==> src/rtl/pid_with_deadband_macros.svh <==
// ----------------------------------------------------------------------------
// pid_with_deadband assertion macros
// shared immediate-implication and next-cycle checks on clk, disabled in rst
// ----------------------------------------------------------------------------
`ifndef PID_WITH_DEADBAND_MACROS_SVH
`define PID_WITH_DEADBAND_MACROS_SVH

// consequent must hold in the same cycle as the antecedent
`define PWD_ASSERT_NOW(label, ante, cons, msg) \
  label: assert property (@(posedge clk) disable iff (rst) (ante) |-> (cons)) \
    else $error(msg);

// consequent must hold in the cycle after the antecedent
`define PWD_ASSERT_NEXT(label, ante, cons, msg) \
  label: assert property (@(posedge clk) disable iff (rst) (ante) |=> (cons)) \
    else $error(msg);

`endif

==> src/rtl/pwd_pkg.sv <==
// ----------------------------------------------------------------------------
// pwd_pkg
// shared widths, constants, register indexes and state codes of the pid block
// ----------------------------------------------------------------------------
package pwd_pkg;

  localparam int DEF_DATA_WIDTH  = 32;
  localparam int DEF_FRAC_BITS   = 16;
  localparam int DEF_MIN_STEP_US = 100;

  localparam int STEP_W    = 20;
  localparam int US_W      = 20;
  localparam int GAIN_W    = 32;
  localparam int CLAMP_W   = 31;
  localparam int CFG_W     = 32;
  localparam int CFG_IDX_W = 3;
  localparam int ACC_W     = 48;
  localparam int TERM_W    = 64;

  localparam logic [US_W-1:0]   US_PER_S = 20'd1000000;
  localparam logic [TERM_W-1:0] TERM_LIM = 64'h4000_0000_0000_0000;

  typedef enum logic [CFG_IDX_W-1:0] {
    REG_PROP_GAIN   = 3'd0,
    REG_INTEG_GAIN  = 3'd1,
    REG_DERIV_GAIN  = 3'd2,
    REG_DEAD_ZONE   = 3'd3,
    REG_INTEG_CLAMP = 3'd4,
    REG_DRIVE_CLAMP = 3'd5
  } cfg_reg_t;

  typedef enum logic [3:0] {
    ST_IDLE,
    ST_CHECK,
    ST_PREP,
    ST_MULA,
    ST_DIV,
    ST_INTEG,
    ST_GAIN,
    ST_MULB,
    ST_TERM,
    ST_ADD1,
    ST_ADD2,
    ST_LIMIT,
    ST_OUT
  } state_t;

  function automatic logic [GAIN_W-1:0] mag_gain(input logic [GAIN_W-1:0] g);
    mag_gain = g[GAIN_W-1] ? (~g + 1'b1) : g;
  endfunction

endpackage

==> src/rtl/pid_with_deadband.sv <==
// ----------------------------------------------------------------------------
// pid_with_deadband
// fixed-point pid controller with deadband, integral clamp and output limit
// ----------------------------------------------------------------------------
// One result per transfer. An error inside the deadband goes from accept
// through ST_CHECK straight to ST_OUT and back to ready. Any other error
// makes two passes through three bit-serial 32-step multipliers (error*step
// and delta*1e6, then the three gain products) and one pass through two
// bit-serial dividers of DIV_W steps, the larger of DATA_WIDTH+20 and ACC_W
// ((error*step)/1e6 and (delta*1e6)/step). A finished result sits in the
// output register, so the next item is accepted while it waits. The user
// must see that configuration is written through cfg_we, cfg_addr and
// cfg_wdata only while no item is in flight; the block does not enforce it.
// ----------------------------------------------------------------------------
`include "pid_with_deadband_macros.svh"

module pid_with_deadband import pwd_pkg::*; #(
  parameter int DATA_WIDTH  = DEF_DATA_WIDTH,
  parameter int FRAC_BITS   = DEF_FRAC_BITS,
  parameter int MIN_STEP_US = DEF_MIN_STEP_US
) (
  input  logic                  clk,
  input  logic                  rst,
  input  logic                  cfg_we,
  input  logic [CFG_IDX_W-1:0]  cfg_addr,
  input  logic [CFG_W-1:0]      cfg_wdata,
  input  logic                  in_valid,
  output logic                  in_ready,
  input  logic [DATA_WIDTH-1:0] err_in,
  input  logic [STEP_W-1:0]     step_us,
  output logic                  out_valid,
  input  logic                  out_ready,
  output logic [DATA_WIDTH-1:0] drive,
  output logic                  in_dead_zone,
  output logic                  drive_limited
);

  localparam int DW     = DATA_WIDTH;
  localparam int MAG_W  = (DW > ACC_W) ? DW : ACC_W;
  localparam int P_W    = MAG_W + GAIN_W;
  localparam int DIV_W  = (DW + STEP_W > ACC_W) ? DW + STEP_W : ACC_W;
  localparam int SI_W   = DIV_W + 2;
  localparam int SY_W   = TERM_W + 2;
  localparam int N_LANE = 3;
  localparam int LANE_P = 0;
  localparam int LANE_I = 1;
  localparam int LANE_D = 2;
  localparam int DIV_I  = 0;
  localparam int DIV_D  = 1;

  localparam logic signed [SI_W-1:0] A_MAX = SI_W'((longint'(1) << (ACC_W - 1)) - 1);
  localparam logic signed [SI_W-1:0] A_MIN = SI_W'(-(longint'(1) << (ACC_W - 1)));
  localparam logic signed [SY_W-1:0] Y_MAX = SY_W'((longint'(1) << (DW - 1)) - 1);
  localparam logic signed [SY_W-1:0] Y_MIN = SY_W'(-(longint'(1) << (DW - 1)));
  localparam logic [DIV_W-1:0] D_CAP_P = DIV_W'((longint'(1) << (ACC_W - 1)) - 1);
  localparam logic [DIV_W-1:0] D_CAP_N = DIV_W'(longint'(1) << (ACC_W - 1));
  localparam logic [P_W-1:0]   T_LIM   = P_W'(TERM_LIM);

  state_t state, state_next;

  logic signed [GAIN_W-1:0] prop_gain, integ_gain, deriv_gain;
  logic [CLAMP_W-1:0]       dead_zone, integ_clamp, drive_clamp;

  logic signed [ACC_W-1:0]  integ_acc;
  logic signed [DW-1:0]     prev_err;

  logic signed [DW-1:0]     e_reg;
  logic [DW-1:0]            e_mag;
  logic [STEP_W-1:0]        step_eff;
  logic signed [DW:0]       diff_reg;
  logic signed [SI_W-1:0]   inc_reg;
  logic [MAG_W-1:0]         d_mag;
  logic signed [TERM_W-1:0] term [N_LANE];
  logic signed [SY_W-1:0]   y_acc;
  logic [DW-1:0]            res_drive;
  logic                     res_dz;
  logic                     res_lim;

  logic                     mul_start;
  logic                     div_start;
  logic                     out_load;
  logic [MAG_W-1:0]         mul_a [N_LANE];
  logic [GAIN_W-1:0]        mul_b [N_LANE];
  logic [P_W-1:0]           mul_prod [N_LANE];
  logic [N_LANE-1:0]        mul_done;
  logic [DIV_W-1:0]         div_quot [2];
  logic [1:0]               div_done;

  logic [DW-1:0]            e_mag_in;
  logic [STEP_W-1:0]        step_in;
  logic                     dead;
  logic [DW:0]              diff_abs;
  logic [ACC_W-1:0]         integ_mag;
  logic [N_LANE-1:0]        term_neg;
  logic [P_W-1:0]           sh;
  logic [P_W-1:0]           t_mag;
  logic signed [TERM_W-1:0] t_s;
  logic signed [TERM_W-1:0] term_v [N_LANE];
  logic signed [SI_W-1:0]   q_int_s;
  logic signed [SI_W-1:0]   inc_v;
  logic [DIV_W-1:0]         d_lim;
  logic [DIV_W-1:0]         d_sel;
  logic signed [SI_W-1:0]   i_sum;
  logic signed [SI_W-1:0]   ic_p;
  logic signed [SI_W-1:0]   i_new;
  logic signed [SY_W-1:0]   dc_p;
  logic signed [SY_W-1:0]   y_cl;
  logic signed [SY_W-1:0]   y_fin;
  logic                     lim_v;

  // configuration registers
  always_ff @(posedge clk) begin
    if (rst) begin
      prop_gain   <= '0;
      integ_gain  <= '0;
      deriv_gain  <= '0;
      dead_zone   <= '0;
      integ_clamp <= '0;
      drive_clamp <= '0;
    end else if (cfg_we) begin
      unique case (cfg_reg_t'(cfg_addr))
        REG_PROP_GAIN:   prop_gain   <= cfg_wdata[GAIN_W-1:0];
        REG_INTEG_GAIN:  integ_gain  <= cfg_wdata[GAIN_W-1:0];
        REG_DERIV_GAIN:  deriv_gain  <= cfg_wdata[GAIN_W-1:0];
        REG_DEAD_ZONE:   dead_zone   <= cfg_wdata[CLAMP_W-1:0];
        REG_INTEG_CLAMP: integ_clamp <= cfg_wdata[CLAMP_W-1:0];
        REG_DRIVE_CLAMP: drive_clamp <= cfg_wdata[CLAMP_W-1:0];
        default: ;
      endcase
    end
  end

  // operand selection: first pass forms the two numerators, second the gains
  always_comb begin
    diff_abs  = diff_reg[DW] ? -diff_reg : diff_reg;
    integ_mag = integ_acc[ACC_W-1] ? -integ_acc : integ_acc;
    mul_a[LANE_P] = MAG_W'(e_mag);
    mul_a[LANE_I] = (state == ST_GAIN) ? MAG_W'(integ_mag) : MAG_W'(diff_abs[DW-1:0]);
    mul_a[LANE_D] = d_mag;
    mul_b[LANE_P] = (state == ST_GAIN) ? mag_gain(prop_gain) : GAIN_W'(step_eff);
    mul_b[LANE_I] = (state == ST_GAIN) ? mag_gain(integ_gain) : GAIN_W'(US_PER_S);
    mul_b[LANE_D] = mag_gain(deriv_gain);
  end

  for (genvar i = 0; i < N_LANE; i++) begin : g_mul
    pwd_smul #(
      .A_W (MAG_W),
      .B_W (GAIN_W)
    ) u_mul (
      .clk   (clk),
      .rst   (rst),
      .start (mul_start),
      .a     (mul_a[i]),
      .b     (mul_b[i]),
      .done  (mul_done[i]),
      .prod  (mul_prod[i])
    );
  end

  pwd_sdiv #(
    .N_W (DIV_W),
    .D_W (STEP_W)
  ) u_div_int (
    .clk      (clk),
    .rst      (rst),
    .start    (div_start),
    .dividend (mul_prod[LANE_P][DIV_W-1:0]),
    .divisor  (STEP_W'(US_PER_S)),
    .done     (div_done[DIV_I]),
    .quot     (div_quot[DIV_I])
  );

  pwd_sdiv #(
    .N_W (DIV_W),
    .D_W (STEP_W)
  ) u_div_der (
    .clk      (clk),
    .rst      (rst),
    .start    (div_start),
    .dividend (mul_prod[LANE_I][DIV_W-1:0]),
    .divisor  (step_eff),
    .done     (div_done[DIV_D]),
    .quot     (div_quot[DIV_D])
  );

  // datapath arithmetic
  always_comb begin
    e_mag_in = err_in[DW-1] ? (~err_in + 1'b1) : err_in;
    step_in  = (step_us == '0) ? STEP_W'(MIN_STEP_US) : step_us;
    dead     = MAG_W'(e_mag) < MAG_W'(dead_zone);

    q_int_s = $signed(SI_W'(div_quot[DIV_I]));
    inc_v   = e_reg[DW-1] ? -q_int_s : q_int_s;
    d_lim   = diff_reg[DW] ? D_CAP_N : D_CAP_P;
    d_sel   = (div_quot[DIV_D] > d_lim) ? d_lim : div_quot[DIV_D];

    i_sum = SI_W'(integ_acc) + inc_reg;
    ic_p  = $signed(SI_W'(integ_clamp));
    if (integ_clamp != '0) begin
      if (i_sum > ic_p) begin
        i_new = ic_p;
      end else if (i_sum < -ic_p) begin
        i_new = -ic_p;
      end else begin
        i_new = i_sum;
      end
    end else begin
      if (i_sum > A_MAX) begin
        i_new = A_MAX;
      end else if (i_sum < A_MIN) begin
        i_new = A_MIN;
      end else begin
        i_new = i_sum;
      end
    end

    term_neg[LANE_P] = prop_gain[GAIN_W-1] ^ e_reg[DW-1];
    term_neg[LANE_I] = integ_gain[GAIN_W-1] ^ integ_acc[ACC_W-1];
    term_neg[LANE_D] = deriv_gain[GAIN_W-1] ^ diff_reg[DW];
    sh    = '0;
    t_mag = '0;
    t_s   = '0;
    for (int i = 0; i < N_LANE; i++) begin
      sh        = mul_prod[i] >> FRAC_BITS;
      t_mag     = (sh > T_LIM) ? T_LIM : sh;
      t_s       = $signed(TERM_W'(t_mag));
      term_v[i] = term_neg[i] ? -t_s : t_s;
    end

    dc_p  = $signed(SY_W'(drive_clamp));
    lim_v = 1'b0;
    if (drive_clamp != '0 && y_acc > dc_p) begin
      y_cl  = dc_p;
      lim_v = 1'b1;
    end else if (drive_clamp != '0 && y_acc < -dc_p) begin
      y_cl  = -dc_p;
      lim_v = 1'b1;
    end else begin
      y_cl = y_acc;
    end
    if (y_cl > Y_MAX) begin
      y_fin = Y_MAX;
      lim_v = 1'b1;
    end else if (y_cl < Y_MIN) begin
      y_fin = Y_MIN;
      lim_v = 1'b1;
    end else begin
      y_fin = y_cl;
    end
  end

  // sequencer
  always_ff @(posedge clk) begin
    if (rst) begin
      state <= ST_IDLE;
    end else begin
      state <= state_next;
    end
  end

  always_comb begin
    state_next = state;
    mul_start  = 1'b0;
    div_start  = 1'b0;
    out_load   = 1'b0;
    in_ready   = 1'b0;
    unique case (state)
      ST_IDLE: begin
        in_ready = 1'b1;
        if (in_valid) begin
          state_next = ST_CHECK;
        end
      end
      ST_CHECK: state_next = dead ? ST_OUT : ST_PREP;
      ST_PREP: begin
        mul_start  = 1'b1;
        state_next = ST_MULA;
      end
      ST_MULA: begin
        if (&mul_done) begin
          div_start  = 1'b1;
          state_next = ST_DIV;
        end
      end
      ST_DIV: begin
        if (&div_done) begin
          state_next = ST_INTEG;
        end
      end
      ST_INTEG: state_next = ST_GAIN;
      ST_GAIN: begin
        mul_start  = 1'b1;
        state_next = ST_MULB;
      end
      ST_MULB: begin
        if (&mul_done) begin
          state_next = ST_TERM;
        end
      end
      ST_TERM:  state_next = ST_ADD1;
      ST_ADD1:  state_next = ST_ADD2;
      ST_ADD2:  state_next = ST_LIMIT;
      ST_LIMIT: state_next = ST_OUT;
      ST_OUT: begin
        if (!out_valid || out_ready) begin
          out_load   = 1'b1;
          state_next = ST_IDLE;
        end
      end
      default: state_next = ST_IDLE;
    endcase
  end

  // controller state
  always_ff @(posedge clk) begin
    if (rst) begin
      integ_acc <= '0;
      prev_err  <= '0;
    end else begin
      if (state == ST_CHECK) begin
        prev_err <= e_reg;
      end
      if (state == ST_INTEG) begin
        integ_acc <= i_new[ACC_W-1:0];
      end
    end
  end

  // working registers
  always_ff @(posedge clk) begin
    if (in_valid && in_ready) begin
      e_reg    <= err_in;
      e_mag    <= e_mag_in;
      step_eff <= step_in;
    end
    if (state == ST_CHECK) begin
      diff_reg <= (DW+1)'(e_reg) - (DW+1)'(prev_err);
      if (dead) begin
        res_drive <= '0;
        res_dz    <= 1'b1;
        res_lim   <= 1'b0;
      end
    end
    if (state == ST_DIV && (&div_done)) begin
      inc_reg <= inc_v;
      d_mag   <= d_sel[MAG_W-1:0];
    end
    if (state == ST_TERM) begin
      for (int i = 0; i < N_LANE; i++) begin
        term[i] <= term_v[i];
      end
    end
    if (state == ST_ADD1) begin
      y_acc <= SY_W'(term[LANE_P]) + SY_W'(term[LANE_I]);
    end
    if (state == ST_ADD2) begin
      y_acc <= y_acc + SY_W'(term[LANE_D]);
    end
    if (state == ST_LIMIT) begin
      res_drive <= y_fin[DW-1:0];
      res_dz    <= 1'b0;
      res_lim   <= lim_v;
    end
  end

  // output register
  always_ff @(posedge clk) begin
    if (rst) begin
      out_valid <= 1'b0;
    end else if (out_load) begin
      out_valid <= 1'b1;
    end else if (out_ready) begin
      out_valid <= 1'b0;
    end
  end

  always_ff @(posedge clk) begin
    if (out_load) begin
      drive         <= res_drive;
      in_dead_zone  <= res_dz;
      drive_limited <= res_lim;
    end
  end

  `PWD_ASSERT_NOW(a_dead_zone_result, out_valid && in_dead_zone, drive == '0 && !drive_limited, "deadband result not zero")
  `PWD_ASSERT_NOW(a_div_in_phase, div_done[DIV_I] || div_done[DIV_D], state == ST_DIV, "divider finished outside its phase")
  `PWD_ASSERT_NOW(a_integ_clamped, state == ST_GAIN && integ_clamp != '0, integ_mag <= ACC_W'(integ_clamp), "integral beyond clamp")
  `PWD_ASSERT_NEXT(a_one_in_flight, in_valid && in_ready, !in_ready, "second transfer taken while busy")

endmodule

==> src/rtl/pwd_smul.sv <==
// ----------------------------------------------------------------------------
// pwd_smul
// bit-serial unsigned multiplier, one multiplier bit per cycle, lsb first
// ----------------------------------------------------------------------------
module pwd_smul import pwd_pkg::*; #(
  parameter int A_W = ACC_W,
  parameter int B_W = GAIN_W
) (
  input  logic               clk,
  input  logic               rst,
  input  logic               start,
  input  logic [A_W-1:0]     a,
  input  logic [B_W-1:0]     b,
  output logic               done,
  output logic [A_W+B_W-1:0] prod
);

  localparam int CNT_W = $clog2(B_W);

  logic [A_W-1:0]     mcand;
  logic [A_W+B_W-1:0] acc;
  logic [A_W+B_W-1:0] acc_next;
  logic [A_W:0]       part;
  logic [CNT_W-1:0]   cnt;
  logic               run;

  always_comb begin
    part     = {1'b0, acc[A_W+B_W-1:B_W]} + (acc[0] ? {1'b0, mcand} : '0);
    acc_next = {part, acc[B_W-1:1]};
  end

  always_ff @(posedge clk) begin
    if (rst) begin
      run  <= 1'b0;
      done <= 1'b0;
      cnt  <= '0;
    end else begin
      done <= 1'b0;
      if (start) begin
        run <= 1'b1;
        cnt <= '0;
      end else if (run) begin
        cnt <= cnt + 1'b1;
        if (cnt == CNT_W'(B_W - 1)) begin
          run  <= 1'b0;
          done <= 1'b1;
        end
      end
    end
  end

  always_ff @(posedge clk) begin
    if (start) begin
      mcand <= a;
      acc   <= (A_W+B_W)'(b);
    end else if (run) begin
      acc <= acc_next;
    end
  end

  assign prod = acc;

endmodule

==> src/rtl/pwd_sdiv.sv <==
// ----------------------------------------------------------------------------
// pwd_sdiv
// bit-serial restoring divider, one quotient bit per cycle, msb first
// ----------------------------------------------------------------------------
module pwd_sdiv import pwd_pkg::*; #(
  parameter int N_W = DEF_DATA_WIDTH + STEP_W,
  parameter int D_W = STEP_W
) (
  input  logic           clk,
  input  logic           rst,
  input  logic           start,
  input  logic [N_W-1:0] dividend,
  input  logic [D_W-1:0] divisor,
  output logic           done,
  output logic [N_W-1:0] quot
);

  localparam int CNT_W = $clog2(N_W);

  logic [D_W-1:0]   dvs;
  logic [D_W-1:0]   rem;
  logic [D_W-1:0]   rem_next;
  logic [N_W-1:0]   quo;
  logic [D_W:0]     rem_sh;
  logic [D_W:0]     trial;
  logic             fits;
  logic [CNT_W-1:0] cnt;
  logic             run;

  always_comb begin
    rem_sh   = {rem, quo[N_W-1]};
    trial    = rem_sh - {1'b0, dvs};
    fits     = ~trial[D_W];
    rem_next = fits ? trial[D_W-1:0] : rem_sh[D_W-1:0];
  end

  always_ff @(posedge clk) begin
    if (rst) begin
      run  <= 1'b0;
      done <= 1'b0;
      cnt  <= '0;
    end else begin
      done <= 1'b0;
      if (start) begin
        run <= 1'b1;
        cnt <= '0;
      end else if (run) begin
        cnt <= cnt + 1'b1;
        if (cnt == CNT_W'(N_W - 1)) begin
          run  <= 1'b0;
          done <= 1'b1;
        end
      end
    end
  end

  always_ff @(posedge clk) begin
    if (start) begin
      dvs <= divisor;
      rem <= '0;
      quo <= dividend;
    end else if (run) begin
      rem <= rem_next;
      quo <= {quo[N_W-2:0], fits};
    end
  end

  assign quot = quo;

endmodule

==> config.mk <==
export PLATFORM = sky130hd
export DESIGN_NAME = pid_with_deadband
export DESIGN_NICKNAME = d
export VERILOG_FILES = /design/src/rtl/pwd_pkg.sv /design/src/rtl/pid_with_deadband.sv /design/src/rtl/pwd_smul.sv /design/src/rtl/pwd_sdiv.sv
export VERILOG_INCLUDE_DIRS = /design/src /design/src/rtl
export SDC_FILE = /design/constraint.sdc
export NUM_CORES = 2
export LEC_CHECK = 0
export ABC_AREA = 1
export BUFFER_PORTS_ARGS = -buffer_cell sky130_fd_sc_hd__buf_2
export CORE_MARGIN = 4
export CORE_UTILIZATION = 28
export CTS_CLUSTER_DIAMETER = 200
export DETAILED_ROUTE_END_ITERATION = 10
export MAX_ROUTING_LAYER = met4
export SLEW_MARGIN = 20
export SYNTH_ARGS = -nofsm -noshare
export SYNTH_HDL_FRONTEND = slang
export SYNTH_SLANG_ARGS = --single-unit
==> constraint.sdc <==
create_clock -name clk -period 35.8 [get_ports clk]
set_input_delay 3.58 -clock clk [delete_from_list [all_inputs] [get_ports clk]]
set_output_delay 3.58 -clock clk [all_outputs]
set_load 0.05 [all_outputs]
==> metrics <==
vias 87,544; slowest CP cell nand3_2; Vias/cell 5.02; Routability Congestion 0.996; most common flop cell mapped by yosys edfxtp_1; pin count of the biggest net entering global routing 96; Die Wd 592 um; initial antenna violation count 39; CTS-repair resized insts 0; Top Metal Used met4; outcome finished, final reports clean; Largest register FFs 240; clk sinks 1,387; met1 WL 154,000 um; commonest non-fill, non-tap cells in the layout nand2_1 (2,599), inv_1 (1,734), nor2_1 (1,248); # fillers roughly 37,000; Die Footprint 351,000 um^2; Hold Fails Final Rpt 0; Syn. warnings 0; synth unique cells 78; WL/cell 20.3 um; drt first pass iters 8; syn nets 13,501; Detailed Route WL between 300,000 and 400,000 um; CORE AREA 340,000 um^2; vias in the first global route 81,816; Post-Synth Simple-Gate Area 0.219; Worst Hold Class reg -> reg; Post-synth ARST share 0; total gr overflow 0; main combinational cell family by area after synthesis simple AND/OR/NAND/NOR gates; Num CTS Buffers 160; # rows 214; Placed Instances 17,109; final non-filler cell total 17,428; min cycle time layout roughly 7.7 ns; cell area after synthesis 95,600 um^2; Starting Density 0.281; Max Freq 131 MHz; CTS tree built; Global Route Usage Sum 0.200; Layout Skew around 0.064 ns; nets around 13,000; worst skew pair latency 0.85 ns; Leakage Power 45.3 nW; root buf cell clkbuf_16; CTS max path bufs 4; CTS Hold Buffers Added 0; worst vdd ir 0.0482 mV; Least-Margin Pin Slew 1.05 ns; Seq/Total Area, Yosys 0.384; I/O pin cnt 128; most common cell after layout, fill and taps aside nand2_1; Req. time, crit path 36.38 ns; max-cap violations 0; Synth Area in Compound Gates 0.171; first-pass GRT wire length roughly 520,000 um; fin crit share 0.214; DP HPWL 276,000 um; share of cells above drive strength 1 0.0478; WL met2 157,000 um; relative slew slack 0.297; DRC viols 0; die height 592 um; Synth Area in Adders 0.0857; RSZ-0062 raised after global routing false; Avg Cell Area, Syn 7.49 um^2; Worst-path clk slew 0.07 ns; Worst Path Max Fanout 49; Critical Path End Type flip-flop; Crit path largest cell delay 0.85 ns; XOR/XNOR share of the synthesized area 0.0533; # Post-CTS Setup Buffers 0; Layout area overhead 11.4%; setup TNS 0 ns; number of enable flip-flop cells after synthesis approximately 890; CTS H-tree lvls 4; register bit total from synthesis 1,387; P per Cell Area 69.2 nW/um^2; final slew viol count 0; Synth Instances approximately 13,000; kind of critical path reg -> reg; crit path launch type flip-flop; antenna-violating nets left 0; post-synthesis mux area share 0.00168; cell mode on critical path nand2_1; Worst EP arrival approximately 8.2 ns; Port-buffer cells ~130; final setup violation count 0; DRT iter0 DRCs 8,608; metal3 WL 23,800 um
routing by layer:
layer  global-route usage  vias to the layer above
met3               0.0251                      593
met1                0.260                    40762
met5                    -                        -
met4               0.0908                        0
met2                0.311                     3108
li1                     -                    43081
area by class of cell:
class	instances	area, um^2	area share
Clock buffer	195	4280	0.0402
Multi-Input combinational cell	9210	50800	0.477
Timing Repair Buffer	216	1320	0.0124
Clock inverter	91	963	0.00905
Tap cell	4536	5680	0.0533
Inverter	1761	6620	0.0622
Antenna cell	32	80.1	0.000752
Sequential cell	1387	36700	0.345
cells in the mapped netlist (35+ instances only):
cell,number,share of area
a21o_1,36,0.0028
a21oi_1,1073,0.056
a31oi_1,181,0.012
buf_2,50,0.0026
clkbuf_1,322,0.013
dfxtp_1,496,0.10
edfxtp_1,891,0.28
ha_1,642,0.084
inv_1,1738,0.068
nand2_1,2603,0.10
nand3_1,556,0.029
nand4_1,147,0.0096
nor2_1,1256,0.049
nor3_1,222,0.012
nor4_1,90,0.0059
o211ai_1,105,0.0082
o21a_1,35,0.0027
o21ai_0,1170,0.061
o21bai_1,58,0.0046
o22ai_1,43,0.0028
o31ai_1,39,0.0031
or2_2,51,0.0033
xnor2_1,194,0.018
xor2_1,388,0.036
kinds of logic after synthesis:
kind of cell,Yosys count
XOR/XNOR,582
adder cells (fa/ha/maj),650
flip-flops,1387
AND/OR/NAND/NOR,5019
buffers and inverters,2162
multiplexers,16
AO/OA/AOI/OAI,2943
stage by stage:
step	power [mW]	utilization	instance area, um^2	hold slack (ns)	worst slack [ns]
after floorplan	4.59	-	95600	0.400	24.52
final	7.36	0.313	106000	0.394	28.14
after CTS	7.36	0.313	106000	0.400	28.13
after global routing	7.84	0.313	106000	0.416	27.31
after detailed placement	5.64	0.297	101000	0.405	28.15
after global placement	5.63	0.297	101000	0.401	28.06
power by group:
| part | switching [mW] | internal (mW) | total, mW | leakage, nW |
|---|---|---|---|---|
| registers | 0.344 | 2.13 | 2.48 | 12.2 |
| logic | 2.20 | 1.00 | 3.20 | 30.5 |
| clock network | 0.713 | 0.978 | 1.69 | 2.53 |
critical path: cells and delay by family, from the launching register on:
kind / cells / cell delay, ns
simple gates: 26 / 6.31
fa+ha+maj: 2 / 0.47
flops: 1 / 0.32
buf+inv: 2 / 0.28
final timing paths:
kind                                     from                            endpoint  slack, ns  cells after the start
setup / recovery  drive_clamp[0]$_SDFFE_PP0P_         res_drive[31]$_SDFFCE_PN0P_      28.14                     30
hold / removal            d_mag[36]$_DFFE_PP_  g_mul[2].u_mul.mcand[36]$_DFFE_PN_       0.39                      0
setup reg to reg  drive_clamp[0]$_SDFFE_PP0P_         res_drive[31]$_SDFFCE_PN0P_      28.14                     30
hold reg to reg           d_mag[36]$_DFFE_PP_  g_mul[2].u_mul.mcand[36]$_DFFE_PN_       0.39                      0
No activity file was read; power rests on OpenSTA's default activity.
